### src/rtl/bsgr_pkg.sv
// Shared types, register indexes and constants of the bit share group recombiner.
`timescale 1ns / 1ps

package bsgr_pkg;

    // Fixed block dimensions
    localparam int NUM_MODULI     = 4;
    localparam int MAX_COMPONENTS = 4;
    localparam int MODULUS_BITS   = 32;
    localparam int SHARE_W        = 64;
    localparam int RESIDUE_W      = 32;
    localparam int CFG_DATA_W     = 33;
    localparam int CFG_INDEX_W    = 3;
    localparam int COUNT_W        = 3;
    localparam int DIV_STEPS      = SHARE_W;

    // Highest component count that the block honors
    localparam int COMP_CAP = (MAX_COMPONENTS < NUM_MODULI) ? MAX_COMPONENTS : NUM_MODULI;

    // Configuration register indexes
    localparam logic [CFG_INDEX_W-1:0] REG_COMPONENT_COUNT = 3'd0;
    localparam logic [CFG_INDEX_W-1:0] REG_MODULUS_A       = 3'd1;
    localparam logic [CFG_INDEX_W-1:0] REG_MODULUS_B       = 3'd2;
    localparam logic [CFG_INDEX_W-1:0] REG_MODULUS_C       = 3'd3;
    localparam logic [CFG_INDEX_W-1:0] REG_MODULUS_D       = 3'd4;

    // Commands from the controller to the datapath
    typedef struct packed {
        logic load;      // latch share magnitude and sign, restart remainder
        logic skip;      // step over a component that takes no bits
        logic div_step;  // one restoring remainder step
        logic fix;       // fold a negative share into 0..q-1
        logic dbl_step;  // one modular doubling
        logic acc_add;   // add into accumulator and advance the bit position
        logic emit;      // load the result word and clear the group
    } t_dp_cmd;

    // Status from the datapath to the controller
    typedef struct packed {
        logic comp_over; // current component is past the last one in use
        logic q_triv;    // current component has modulus one
        logic div_done;  // last remainder step is under way
        logic dbl_done;  // doubling count has reached the bit position
    } t_dp_status;

endpackage

### src/rtl/bsgr_ctrl.sv
// Sequencing state machine of the bit share group recombiner.
`timescale 1ns / 1ps

module bsgr_ctrl (
    input  logic                i_clk,
    input  logic                i_rst_n,
    input  logic                i_share_valid,
    output logic                o_share_stall,
    output logic                o_res_valid,
    input  logic                i_res_stall,
    input  bsgr_pkg::t_dp_status i_status,
    output bsgr_pkg::t_dp_cmd   o_cmd
);

    localparam logic [2:0] S_IDLE = 3'd0;
    localparam logic [2:0] S_PRE  = 3'd1;
    localparam logic [2:0] S_DIV  = 3'd2;
    localparam logic [2:0] S_FIX  = 3'd3;
    localparam logic [2:0] S_DBL  = 3'd4;
    localparam logic [2:0] S_ADD  = 3'd5;
    localparam logic [2:0] S_POST = 3'd6;
    localparam logic [2:0] S_EMIT = 3'd7;

    logic [2:0] r_state, n_state;
    logic       r_out_valid, n_out_valid;

    assign o_share_stall = (r_state != S_IDLE);
    assign o_res_valid   = r_out_valid;

    // Next state and commands
    always_comb begin
        n_state     = r_state;
        n_out_valid = r_out_valid;
        o_cmd       = '0;
        if (r_out_valid && !i_res_stall) begin
            n_out_valid = 1'b0;
        end
        case (r_state)
            S_IDLE: begin
                if (i_share_valid) begin
                    o_cmd.load = 1'b1;
                    n_state    = S_PRE;
                end
            end
            S_PRE: begin
                if (i_status.comp_over) begin
                    n_state = S_EMIT;
                end else if (i_status.q_triv) begin
                    o_cmd.skip = 1'b1;
                end else begin
                    n_state = S_DIV;
                end
            end
            S_DIV: begin
                o_cmd.div_step = 1'b1;
                if (i_status.div_done) begin
                    n_state = S_FIX;
                end
            end
            S_FIX: begin
                o_cmd.fix = 1'b1;
                n_state   = S_DBL;
            end
            S_DBL: begin
                if (i_status.dbl_done) begin
                    n_state = S_ADD;
                end else begin
                    o_cmd.dbl_step = 1'b1;
                end
            end
            S_ADD: begin
                o_cmd.acc_add = 1'b1;
                n_state       = S_POST;
            end
            S_POST: begin
                if (i_status.comp_over) begin
                    n_state = S_EMIT;
                end else if (i_status.q_triv) begin
                    o_cmd.skip = 1'b1;
                end else begin
                    n_state = S_IDLE;
                end
            end
            S_EMIT: begin
                // wait for the output register to free up
                if (!r_out_valid || !i_res_stall) begin
                    o_cmd.emit  = 1'b1;
                    n_out_valid = 1'b1;
                    n_state     = S_IDLE;
                end
            end
            default: begin
                n_state = S_IDLE;
            end
        endcase
    end

    always_ff @(posedge i_clk) begin
        if (!i_rst_n) begin
            r_state     <= S_IDLE;
            r_out_valid <= 1'b0;
        end else begin
            r_state     <= n_state;
            r_out_valid <= n_out_valid;
        end
    end

    a_result_from_emit: assert property (@(posedge i_clk) disable iff (!i_rst_n)
        $rose(r_out_valid) |-> $past(r_state == S_EMIT))
        else $error("result raised outside the emit state");

    a_accept_starts_item: assert property (@(posedge i_clk) disable iff (!i_rst_n)
        (i_share_valid && !o_share_stall) |=> (r_state == S_PRE))
        else $error("accepted word did not start an item");

    a_div_holds: assert property (@(posedge i_clk) disable iff (!i_rst_n)
        (r_state == S_DIV && !i_status.div_done) |=> (r_state == S_DIV))
        else $error("remainder loop left early");

endmodule

### src/rtl/bsgr_datapath.sv
// Registers, remainder unit, accumulators and result register of the recombiner.
`timescale 1ns / 1ps

module bsgr_datapath #(
    parameter int P_MODULUS_BITS = bsgr_pkg::MODULUS_BITS
) (
    input  logic                                  i_clk,
    input  logic                                  i_rst_n,
    input  logic                                  i_cfg_valid,
    output logic                                  o_cfg_ready,
    input  logic [bsgr_pkg::CFG_INDEX_W-1:0]      i_cfg_index,
    input  logic [bsgr_pkg::CFG_DATA_W-1:0]       i_cfg_data,
    input  logic signed [bsgr_pkg::SHARE_W-1:0]   i_share_value,
    input  bsgr_pkg::t_dp_cmd                     i_cmd,
    output bsgr_pkg::t_dp_status                  o_status,
    output logic [bsgr_pkg::RESIDUE_W-1:0]        o_residue_a,
    output logic [bsgr_pkg::RESIDUE_W-1:0]        o_residue_b,
    output logic [bsgr_pkg::RESIDUE_W-1:0]        o_residue_c,
    output logic [bsgr_pkg::RESIDUE_W-1:0]        o_residue_d
);

    // Width of an effective modulus, and so of a residue
    localparam int QW = (P_MODULUS_BITS < bsgr_pkg::CFG_DATA_W) ?
                        P_MODULUS_BITS + 1 : bsgr_pkg::CFG_DATA_W;
    localparam int BW = $clog2(QW + 1);
    localparam int IW = $clog2(bsgr_pkg::DIV_STEPS);
    localparam int NM = bsgr_pkg::NUM_MODULI;
    localparam int CW = bsgr_pkg::COUNT_W;
    localparam int SW = bsgr_pkg::SHARE_W;
    localparam int RW = bsgr_pkg::RESIDUE_W;

    logic [CW-1:0]                   r_count, n_count;
    logic [bsgr_pkg::CFG_DATA_W-1:0] r_mod [NM];
    logic [bsgr_pkg::CFG_DATA_W-1:0] n_mod [NM];
    logic [QW-1:0]                   r_acc [NM];
    logic [QW-1:0]                   n_acc [NM];
    logic [RW-1:0]                   r_res [NM];
    logic [RW-1:0]                   n_res [NM];
    logic [CW-1:0]                   r_comp, n_comp;
    logic [BW-1:0]                   r_bit, n_bit;
    logic [SW-1:0]                   r_u, n_u;
    logic                            r_neg, n_neg;
    logic [QW-1:0]                   r_rem, n_rem;
    logic [IW-1:0]                   r_iter, n_iter;

    logic [CW-1:0] lim;
    logic [63:0]   q64;
    logic [63:0]   top64;
    logic [QW-1:0] q_cur;
    logic [QW-1:0] q_m1;
    logic [QW-1:0] acc_cur;
    logic [BW-1:0] bit_inc;
    logic          comp_last;
    logic          cfg_hit;
    logic [QW:0]   rem2;
    logic [QW:0]   sum2;
    logic [63:0]   acc_wide;

    assign o_cfg_ready = 1'b1;
    assign cfg_hit     = i_cfg_valid && (i_cfg_index <= bsgr_pkg::REG_MODULUS_D);

    // Number of components in use
    always_comb begin
        lim = (r_count == '0) ? CW'(1) : r_count;
        if (lim > CW'(bsgr_pkg::COMP_CAP)) begin
            lim = CW'(bsgr_pkg::COMP_CAP);
        end
    end

    // Effective modulus of the current component
    always_comb begin
        top64 = 64'(1) << P_MODULUS_BITS;
        q64   = 64'(r_mod[r_comp[1:0]]);
        if (q64 == 64'd0) begin
            q64 = 64'd1;
        end
        if (q64 > top64) begin
            q64 = top64;
        end
        q_cur = q64[QW-1:0];
    end

    assign q_m1      = q_cur - QW'(1);
    assign acc_cur   = r_acc[r_comp[1:0]];
    assign bit_inc   = r_bit + BW'(1);
    assign comp_last = ((q_m1 >> bit_inc) == '0);

    assign o_status.comp_over = (r_comp >= lim);
    assign o_status.q_triv    = (q_cur == QW'(1));
    assign o_status.div_done  = (r_iter == IW'(bsgr_pkg::DIV_STEPS - 1));
    assign o_status.dbl_done  = (8'(r_iter) == 8'(r_bit));

    assign o_residue_a = r_res[0];
    assign o_residue_b = r_res[1];
    assign o_residue_c = r_res[2];
    assign o_residue_d = r_res[3];

    always_comb begin
        n_count  = r_count;
        n_mod    = r_mod;
        n_acc    = r_acc;
        n_res    = r_res;
        n_comp   = r_comp;
        n_bit    = r_bit;
        n_u      = r_u;
        n_neg    = r_neg;
        n_rem    = r_rem;
        n_iter   = r_iter;
        rem2     = '0;
        sum2     = '0;
        acc_wide = '0;

        // Latch the share as sign and magnitude
        if (i_cmd.load) begin
            n_neg  = i_share_value[SW-1];
            n_u    = i_share_value[SW-1] ? (SW'(0) - $unsigned(i_share_value))
                                         : $unsigned(i_share_value);
            n_rem  = '0;
            n_iter = '0;
        end

        if (i_cmd.skip) begin
            n_comp = r_comp + CW'(1);
        end

        // Shift in one dividend bit and restore
        if (i_cmd.div_step) begin
            rem2 = {r_rem, r_u[SW-1]};
            if (rem2 >= {1'b0, q_cur}) begin
                rem2 = rem2 - {1'b0, q_cur};
            end
            n_rem  = rem2[QW-1:0];
            n_u    = r_u << 1;
            n_iter = r_iter + IW'(1);
        end

        // Negate the remainder for a negative share
        if (i_cmd.fix) begin
            if (r_neg && r_rem != '0) begin
                n_rem = q_cur - r_rem;
            end
            n_iter = '0;
        end

        // Weight by two, once per bit position
        if (i_cmd.dbl_step) begin
            rem2 = {r_rem, 1'b0};
            if (rem2 >= {1'b0, q_cur}) begin
                rem2 = rem2 - {1'b0, q_cur};
            end
            n_rem  = rem2[QW-1:0];
            n_iter = r_iter + IW'(1);
        end

        // Accumulate and advance the bit position
        if (i_cmd.acc_add) begin
            sum2 = {1'b0, r_rem} + {1'b0, acc_cur};
            if (sum2 >= {1'b0, q_cur}) begin
                sum2 = sum2 - {1'b0, q_cur};
            end
            n_acc[r_comp[1:0]] = sum2[QW-1:0];
            if (comp_last) begin
                n_bit  = '0;
                n_comp = r_comp + CW'(1);
            end else begin
                n_bit = bit_inc;
            end
        end

        // Load the result word and clear the group
        if (i_cmd.emit) begin
            for (int j = 0; j < NM; j++) begin
                acc_wide = 64'(r_acc[j]);
                n_res[j] = (CW'(j) < lim) ? acc_wide[RW-1:0] : '0;
                n_acc[j] = '0;
            end
            n_comp = '0;
            n_bit  = '0;
        end

        // Register write restarts the group
        if (cfg_hit) begin
            if (i_cfg_index == bsgr_pkg::REG_COMPONENT_COUNT) begin
                n_count = i_cfg_data[CW-1:0];
            end else begin
                n_mod[2'(i_cfg_index - bsgr_pkg::REG_MODULUS_A)] = i_cfg_data;
            end
            for (int j = 0; j < NM; j++) begin
                n_acc[j] = '0;
            end
            n_comp = '0;
            n_bit  = '0;
        end
    end

    always_ff @(posedge i_clk) begin
        if (!i_rst_n) begin
            r_count <= CW'(1);
            for (int j = 0; j < NM; j++) begin
                r_mod[j] <= bsgr_pkg::CFG_DATA_W'(2);
                r_acc[j] <= '0;
            end
            r_comp <= '0;
            r_bit  <= '0;
            r_iter <= '0;
        end else begin
            r_count <= n_count;
            r_mod   <= n_mod;
            r_acc   <= n_acc;
            r_comp  <= n_comp;
            r_bit   <= n_bit;
            r_iter  <= n_iter;
        end
    end

    // Payload registers
    always_ff @(posedge i_clk) begin
        r_res <= n_res;
        r_u   <= n_u;
        r_neg <= n_neg;
        r_rem <= n_rem;
    end

    a_emit_clears: assert property (@(posedge i_clk) disable iff (!i_rst_n)
        i_cmd.emit |=> (r_comp == '0 && r_bit == '0 && r_acc[0] == '0))
        else $error("group not cleared after emit");

    a_cfg_clears: assert property (@(posedge i_clk) disable iff (!i_rst_n)
        cfg_hit |=> (r_comp == '0 && r_bit == '0 && r_acc[NM-1] == '0))
        else $error("group not restarted by register write");

    a_comp_bound: assert property (@(posedge i_clk) disable iff (!i_rst_n)
        r_comp <= CW'(NM))
        else $error("component index ran past the moduli");

endmodule

### src/rtl/bit_share_group_recombiner_core.sv
// Top level of the bit share group recombiner: controller and datapath.
//
//   channel   direction  handshake                 payload
//   share     in         i_share_valid/o_share_stall i_share_value (64, signed)
//   result    out        o_res_valid/i_res_stall     o_residue_a..o_residue_d (32 each)
//   config    in         i_cfg_valid/o_cfg_ready     i_cfg_index (3), i_cfg_data (33)
//
// A share word is worked in steps, b its bit position in its component: one
// restoring remainder step per dividend bit, then b modular doublings, then the
// add. Each component of modulus one is stepped over on the way, and the word
// that completes a group also loads the result register.
// Reset is synchronous, active low; registers return to count 1 and moduli of 2.
// A result waits in its register while stalled; the next share word is taken meanwhile.
`timescale 1ns / 1ps

module bit_share_group_recombiner_core #(
    parameter int P_MODULUS_BITS = bsgr_pkg::MODULUS_BITS
) (
    input  logic                                i_clk,
    input  logic                                i_rst_n,
    input  logic                                i_cfg_valid,
    output logic                                o_cfg_ready,
    input  logic [bsgr_pkg::CFG_INDEX_W-1:0]    i_cfg_index,
    input  logic [bsgr_pkg::CFG_DATA_W-1:0]     i_cfg_data,
    input  logic                                i_share_valid,
    output logic                                o_share_stall,
    input  logic signed [bsgr_pkg::SHARE_W-1:0] i_share_value,
    output logic                                o_res_valid,
    input  logic                                i_res_stall,
    output logic [bsgr_pkg::RESIDUE_W-1:0]      o_residue_a,
    output logic [bsgr_pkg::RESIDUE_W-1:0]      o_residue_b,
    output logic [bsgr_pkg::RESIDUE_W-1:0]      o_residue_c,
    output logic [bsgr_pkg::RESIDUE_W-1:0]      o_residue_d
);

    bsgr_pkg::t_dp_cmd    dp_cmd;
    bsgr_pkg::t_dp_status dp_status;

    // Sequencer
    bsgr_ctrl u_ctrl (
        .i_clk         (i_clk),
        .i_rst_n       (i_rst_n),
        .i_share_valid (i_share_valid),
        .o_share_stall (o_share_stall),
        .o_res_valid   (o_res_valid),
        .i_res_stall   (i_res_stall),
        .i_status      (dp_status),
        .o_cmd         (dp_cmd)
    );

    // Arithmetic and storage
    bsgr_datapath #(
        .P_MODULUS_BITS (P_MODULUS_BITS)
    ) u_datapath (
        .i_clk         (i_clk),
        .i_rst_n       (i_rst_n),
        .i_cfg_valid   (i_cfg_valid),
        .o_cfg_ready   (o_cfg_ready),
        .i_cfg_index   (i_cfg_index),
        .i_cfg_data    (i_cfg_data),
        .i_share_value (i_share_value),
        .i_cmd         (dp_cmd),
        .o_status      (dp_status),
        .o_residue_a   (o_residue_a),
        .o_residue_b   (o_residue_b),
        .o_residue_c   (o_residue_c),
        .o_residue_d   (o_residue_d)
    );

endmodule
### config.mk
export PLATFORM = sky130hd
export DESIGN_NAME = bit_share_group_recombiner_core
export DESIGN_NICKNAME = d
export VERILOG_FILES = /design/src/rtl/bsgr_pkg.sv /design/src/rtl/bsgr_ctrl.sv /design/src/rtl/bsgr_datapath.sv /design/src/rtl/bit_share_group_recombiner_core.sv
export SDC_FILE = /design/constraint.sdc
export NUM_CORES = 2
export LEC_CHECK = 0
export BUFFER_PORTS_ARGS = -buffer_cell sky130_fd_sc_hd__buf_2
export CORE_AREA = 8 8 279 281
export DETAILED_ROUTE_END_ITERATION = 10
export DIE_AREA = 0 0 287 289
export PLACE_DENSITY = 0.6
export SLEW_MARGIN = 20
export SYNTH_ARGS = -nofsm -noshare
export SYNTH_HDL_FRONTEND = slang
export SYNTH_SLANG_ARGS = --single-unit
### constraint.sdc
create_clock -name i_clk -period 19.4 [get_ports i_clk]
set_input_delay 2.91 -clock i_clk [delete_from_list [all_inputs] [get_ports i_clk]]
set_output_delay 2.91 -clock i_clk [all_outputs]
set_load 0.03 [all_outputs]
-- Word level (Yosys, flattened, before mapping)
Cells that the tools add are included.
- muxes and demuxes: 60
- shift-type cells: 1
- reductions and logical operators: 22
- order comparisons: 15
- eq/ne operators: 16
- bitwise operators: 4
- add/subtract/negate cells: 11
- operator list (kind ; number):
    2-to-1 mux 33 bit ; 17
    bitwise mux 132 bit ; 2
    2-to-1 mux 64 bit ; 3
    binary-select mux 33 bit (select 2 bit) ; 2
    demux 33 bit (select 2 bit) ; 2
    subtractor 33 bit ; 4
    greater-or-equal comparator 34 x 33 -> 1 bit ; 3
    zero test 33 bit ; 2
    subtractor 1 x 64 -> 64 bit (first input constant) ; 1
    2-to-1 mux 3 bit ; 13
    adder 33 x 33 -> 34 bit ; 1
    equality test 33 x 1 -> 1 bit (second input constant) ; 1
    greater-than comparator 33 bit (second input constant) ; 1
    nonzero test 33 bit ; 1
    >> shifter 33 x 6 -> 33 bit ; 1
    subtractor 33 x 1 -> 33 bit (second input constant) ; 1
    2-to-1 mux 6 bit ; 5
    one-hot mux 3 bit (8 select lines) ; 1
    2-to-1 mux 1 bit ; 15
    adder 6 x 1 -> 6 bit (second input constant) ; 2
    equality test 3 bit (second input constant) ; 4
    zero test 3 bit ; 3
    equality test 3 x 2 -> 1 bit (second input constant) ; 2
    equality test 6 bit ; 1
    other kinds (26) ; 41
- bits of input ports: 105
- flip-flop bits (word level): 512
- output and inout port bits: 131
- word-level logic and storage cells: 151

-- Depth between registers and ports, before layout
- word-level depth: 15
- depth in mapped cells: 34
- gate-level depth less buffers: 28

-- Hierarchy
A second synthesis with hierarchy kept.
- cell total of the unflattened synthesis: 3857
- area, all modules: 32766.4 um2
- by module, submodules not included (module ; seq. area each (um2) ; area each (um2) ; cells each ; times used):
    bsgr_datapath ; 12091.6 ; 32418.6 ; 3810 ; 1
    bsgr_ctrl ; 80.1 ; 347.8 ; 47 ; 1

-- Worst setup path before layout
OpenSTA, ideal clock, no wires.
- path type: register to register
- from: register u_datapath.r_comp[0]
- to: register u_datapath.r_acc[10] in the netlist's numbering
- path slack: 11701 ps
- path buffers: 7
- setup time: 137 ps
- arrival: 7562 ps
- cell stages (with the launch flop): 34
- data required time: 19263 ps
- cell sequence: dfxtp_1 -> buf_2 -> buf_4 -> buf_2 -> buf_4 -> buf_2 -> mux4_2 -> ha_1 -> fa_1 -> a21o_1 -> a21oi_1 -> o21bai_1 -> a21o_1 -> a21oi_1 -> o21ai_0 -> o21ai_0 -> o21ai_0 -> a21o_1 -> a21oi_1 -> xnor2_1 -> ha_1 -> a21oi_1 -> nor2b_1 -> or2_2 -> or3_1 -> a21oi_1 -> o31ai_1 -> a211o_1 -> a21o_1 -> a221o_1 -> clkbuf_1 -> buf_1 -> o21ai_0 -> a211oi_1
- cells in the longest elaborated chain, start to end: 12
- elaborated cells on any way between the ends: 22
- classes of those cells: add/sub (2); order compare (4); mux (13); bitwise (1); reduce/logical (2)
- RTL lines (element ; RTL line ; source):
    start, declared ; bsgr_datapath.sv:39 ; logic [CW-1:0] r_comp, n_comp;
    start signal, assigned ; bsgr_datapath.sv:210 ; r_comp <= n_comp;
    inverter 2 -> 3 bit (not written as such) * ; bsgr_datapath.sv:73, bsgr_datapath.sv:84, bsgr_datapath.sv:161 ;
    binary-select mux 33 bit (select 2 bit) ; bsgr_datapath.sv:73 ; q64 = 64'(r_mod[r_comp[1:0]]);
    2-to-1 mux 33 bit (not written as such) (2 in series) ; bsgr_datapath.sv:73 ;
    zero test 33 bit ; bsgr_datapath.sv:74 ; if (q64 == 64'd0) begin
    2-to-1 mux 33 bit ; bsgr_datapath.sv:74 ;
    greater-than comparator 33 bit ; bsgr_datapath.sv:77 ; if (q64 > top64) begin
    2-to-1 mux 33 bit ; bsgr_datapath.sv:77 ;
    subtractor 33 bit / greater-or-equal comparator 34 x 33 -> 1 bit (equally long branches) ; bsgr_datapath.sv:159, bsgr_datapath.sv:158 ;
    2-to-1 mux 33 bit ; bsgr_datapath.sv:158 ; if (sum2 >= {1'b0, q_cur}) begin
    2-to-1 mux 33 bit ; bsgr_datapath.sv:156 ; if (i_cmd.acc_add) begin
    bitwise mux 132 bit * ; bsgr_datapath.sv:161 ; n_acc[r_comp[1:0]] = sum2[QW-1:0];
    end signal, assigned ; bsgr_datapath.sv:209 ; r_acc <= n_acc;
    end, declared ; bsgr_datapath.sv:35 ; logic [QW-1:0] r_acc [NM];
Mark *: on every way between the ends. The rest lies on a longest branch, timed or not. The select of a mux whose other input is x is not followed.
A chain may end at the register's enable or synchronous reset.

-- Worst setup path in the final report
- from: register u_datapath.r_comp[1]
- to: register u_datapath.r_acc[10] in the netlist's numbering
Same word-level chain as after synthesis.

==> flow_metrics.tcl <==
set metrics [dict create \
    drive_gt1_frac 0.1230 \
    synthFlopType "dfxtp_1" \
    worst_ep_required_time_ns 19.87 \
    drv_slew 0 \
    io_pins 236 \
    mostFrequentLayoutCell "nand2_1" \
    yosysTopAreaCell "dfxtp_1" \
    postCtsHoldBufs 0 \
    io_buffers 234 \
    end_kind "flop" \
    clockBufferDepth 3 \
    worst_pin_slew_ns 1.086 \
    cts_resized 0 \
    wl_met2_um 50360 \
    vias 28520 \
    ys_ff_latch 512 \
    start_kind "flop" \
    die_h_um 289 \
    rrSetupSlack_ns 10.26 \
    dr.max_layer_used "met4" \
    ys_top_cells_by_area "dfxtp_1, edfxtp_1, nand2_1" \
    routed_wl_um 105300 \
    cts_made_buffers 59 \
    routed-wl-met3_um 6100 \
    reg2reg_from "u_datapath.r_comp[1]$_SDFF_PP0_" \
    antenna_found_initial 3 \
    worstPathMaxFanout 47 \
    die-area_um2 82940 \
    fin_ws_ns 10.26 \
    min_path_cells 2 \
    insertion_delay_ns 0.65 \
    postCtsSetupRepairBufs 0 \
    most-common-layout-cells "nand2_1, dfxtp_1, o21ai_0" \
    arrival_ns 9.61 \
    htreeDepth 2 \
    hold_violations 0 \
    dr.pass1.iters 5 \
    yosysSeqAreaShare 0.3733 \
    grt_max_degree 104 \
    drv_cap 0 \
    hold_class "reg -> reg" \
    die_w_um 287 \
    cts-root-buf "clkbuf_16" \
    min_period_ns 9.141 \
    drt-met1-wl_um 44750 \
    initial_utilization 0.4432 \
    min_from "u_datapath.r_u[0]$_SDFFE_PP0P_" \
    power_density_nw_per_um2 127.1 \
    grt-ovfl-total 0 \
    synth-edff-count 192 \
    cp_slowest_cell "dfxtp_4" \
    syn-cell-area_um2 32610 \
    slew_headroom 0.2761 \
    wl_per_cell_um 21.52 \
    setup_tns_ns 0 \
    dp_slack_ns 10.39 \
    nets 4123 \
    hpwl_um 76610 \
    fin_worst_skew_ns 0.03737 \
    clk_pin_slew_ns 0.07 \
    drtAntennaViolNets 0 \
    run_status "completed" \
    synth_top_cell_area_share 0.1965 \
    drtIter0Drc 2346 \
    avgSynthCellArea_um2 8.584 \
    grt_setup_unrepaired "false" \
    path_class "reg -> reg" \
    synth_warnings 0 \
    mappedNetlistNets 4053 \
    netlist-cell-type-count 86 \
    drt_drc_violations_left 0 \
    gp_congestion 0.9783 \
    area.growth.synth_to_final_pct 11.20 \
    grt_pass1_vias 27160 \
    cts_tree "done" \
    core_area_um2 73570 \
    r2r-end "u_datapath.r_acc[10]$_SDFFE_PP0P_" \
    p_leak_nw 14.14 \
    rows 100 \
    grt_pass1_wl_um 161700 \
    hold_end "u_datapath.r_u[0]$_SDFFE_PP0P_" \
    cts.sinks 512 \
    fmax_mhz 109.4 \
    r2r.worst_path.cells 25 \
    syn_inst 3799 \
    grt.total_usage 0.2434 \
    final.period_utilization 0.4712 \
    peakVddDrop_v 0.0001099 \
    via_per_inst 5.830 \
    utilization 0.4929 \
    max_stage_delay_ns 0.81 \
    setup_viol 0 \
    hold_slack_ns 0.4562 \
    synth-async-reset-ratio 0 \
]
==> layer usage <==
layer,vias up,GRT usage
met5,-,0.002378
met1,13660,0.3106
met4,0,0.09005
met3,194,0.04320
met2,817,0.4103
li1,13850,-
==> cells by family (layout without fill, tap and decap cells) <==
group	Yosys count	in the layout	synth area share
AO/OA/AOI/OAI	1121	1121	0.2191
buffers and inverters	395	516	0.04685
other	1	5	0.0001150
XOR/XNOR	220	220	0.05909
adder cells (fa/ha/maj)	149	149	0.05832
AND/OR/NAND/NOR	1293	1293	0.1835
flip-flops	512	512	0.3733
multiplexers	108	108	0.05978
==> where the power goes <==
group | total, W | switching, W | internal [W]
Combinational | 0.00218 | 0.00141 | 0.000771
Sequential | 0.00134 | 0.0000871 | 0.00125
Clock | 0.00109 | 0.000479 | 0.000615
Total | 0.00461 | 0.00197 | 0.00263
==> registers in the layout, summed over array words and instances, names as in the netlist, 6 cells and up <==
register / flops
u_datapath.o_residue_d: 32
u_datapath.r_iter: 6
u_datapath.r_mod: 132
u_datapath.r_u: 64
u_datapath.r_bit: 6
u_datapath.r_rem: 33
u_datapath.o_residue_c: 32
u_datapath.o_residue_b: 32
u_datapath.o_residue_a: 32
u_datapath.r_acc: 132
==> critical path: cells and delay by family, from the launching register on <==
| family | cells | cell delay (ns) |
|---|---|---|
| buf+inv | 5 | 1.51 |
| compound gates | 14 | 3.42 |
| simple gates | 3 | 1.85 |
| flops | 1 | 0.81 |
| mux | 1 | 0.70 |
| fa+ha+maj | 2 | 0.63 |
==> worst max path at each step <==
stage                                         start                                 to  slack (ns)  cells after the start
CTS                 u_datapath.r_comp[1]$_SDFF_PP0_  u_datapath.r_acc[10]$_SDFFE_PP0P_       10.37                     25
floorplan           u_datapath.r_comp[0]$_SDFF_PP0_  u_datapath.r_acc[10]$_SDFFE_PP0P_       11.70                     33
global route        u_datapath.r_comp[1]$_SDFF_PP0_  u_datapath.r_acc[53]$_SDFFE_PP0P_        9.66                     25
finish              u_datapath.r_comp[1]$_SDFF_PP0_  u_datapath.r_acc[10]$_SDFFE_PP0P_       10.26                     25
detailed placement  u_datapath.r_comp[1]$_SDFF_PP0_  u_datapath.r_acc[10]$_SDFFE_PP0P_       10.39                     25
global placement    u_datapath.r_comp[1]$_SDFF_PP0_   u_datapath.r_acc[6]$_SDFFE_PP0P_       10.60                     25
==> per-stage QoR <==
stage,total power (W),std cells,cell area [um2]
finish,0.004608,4893,36260
global route,0.004890,4890,36250
CTS,0.004599,4888,36230
detailed placement,0.003492,4776,34360
global placement,0.003492,4776,34350
floorplan,0.002901,3799,32610
==> final cells by class <==
class | instances | area, um2
Fill cell | 7168 | 37310
Multi-Input combinational cell | 2892 | 19020
Sequential cell | 512 | 12180
Clock buffer | 77 | 1575
Timing Repair Buffer | 273 | 1470
Tap cell | 969 | 1212
Inverter | 131 | 494.2
Clock inverter | 35 | 301.5
Antenna cell | 4 | 10.01
==> synthesized netlist by cell type, types with 65 or more instances <==
master / instances
nor2b_1: 93
nand3_1: 65
nand2_1: 581
ha_1: 144
clkbuf_1: 234
nor2_1: 255
xor2_1: 101
a211oi_1: 121
a21oi_1: 275
xnor2_1: 119
a21boi_0: 133
dfxtp_1: 320
inv_1: 128
o21ai_0: 296
edfxtp_1: 192
No activity file was read; power rests on OpenSTA's default activity.
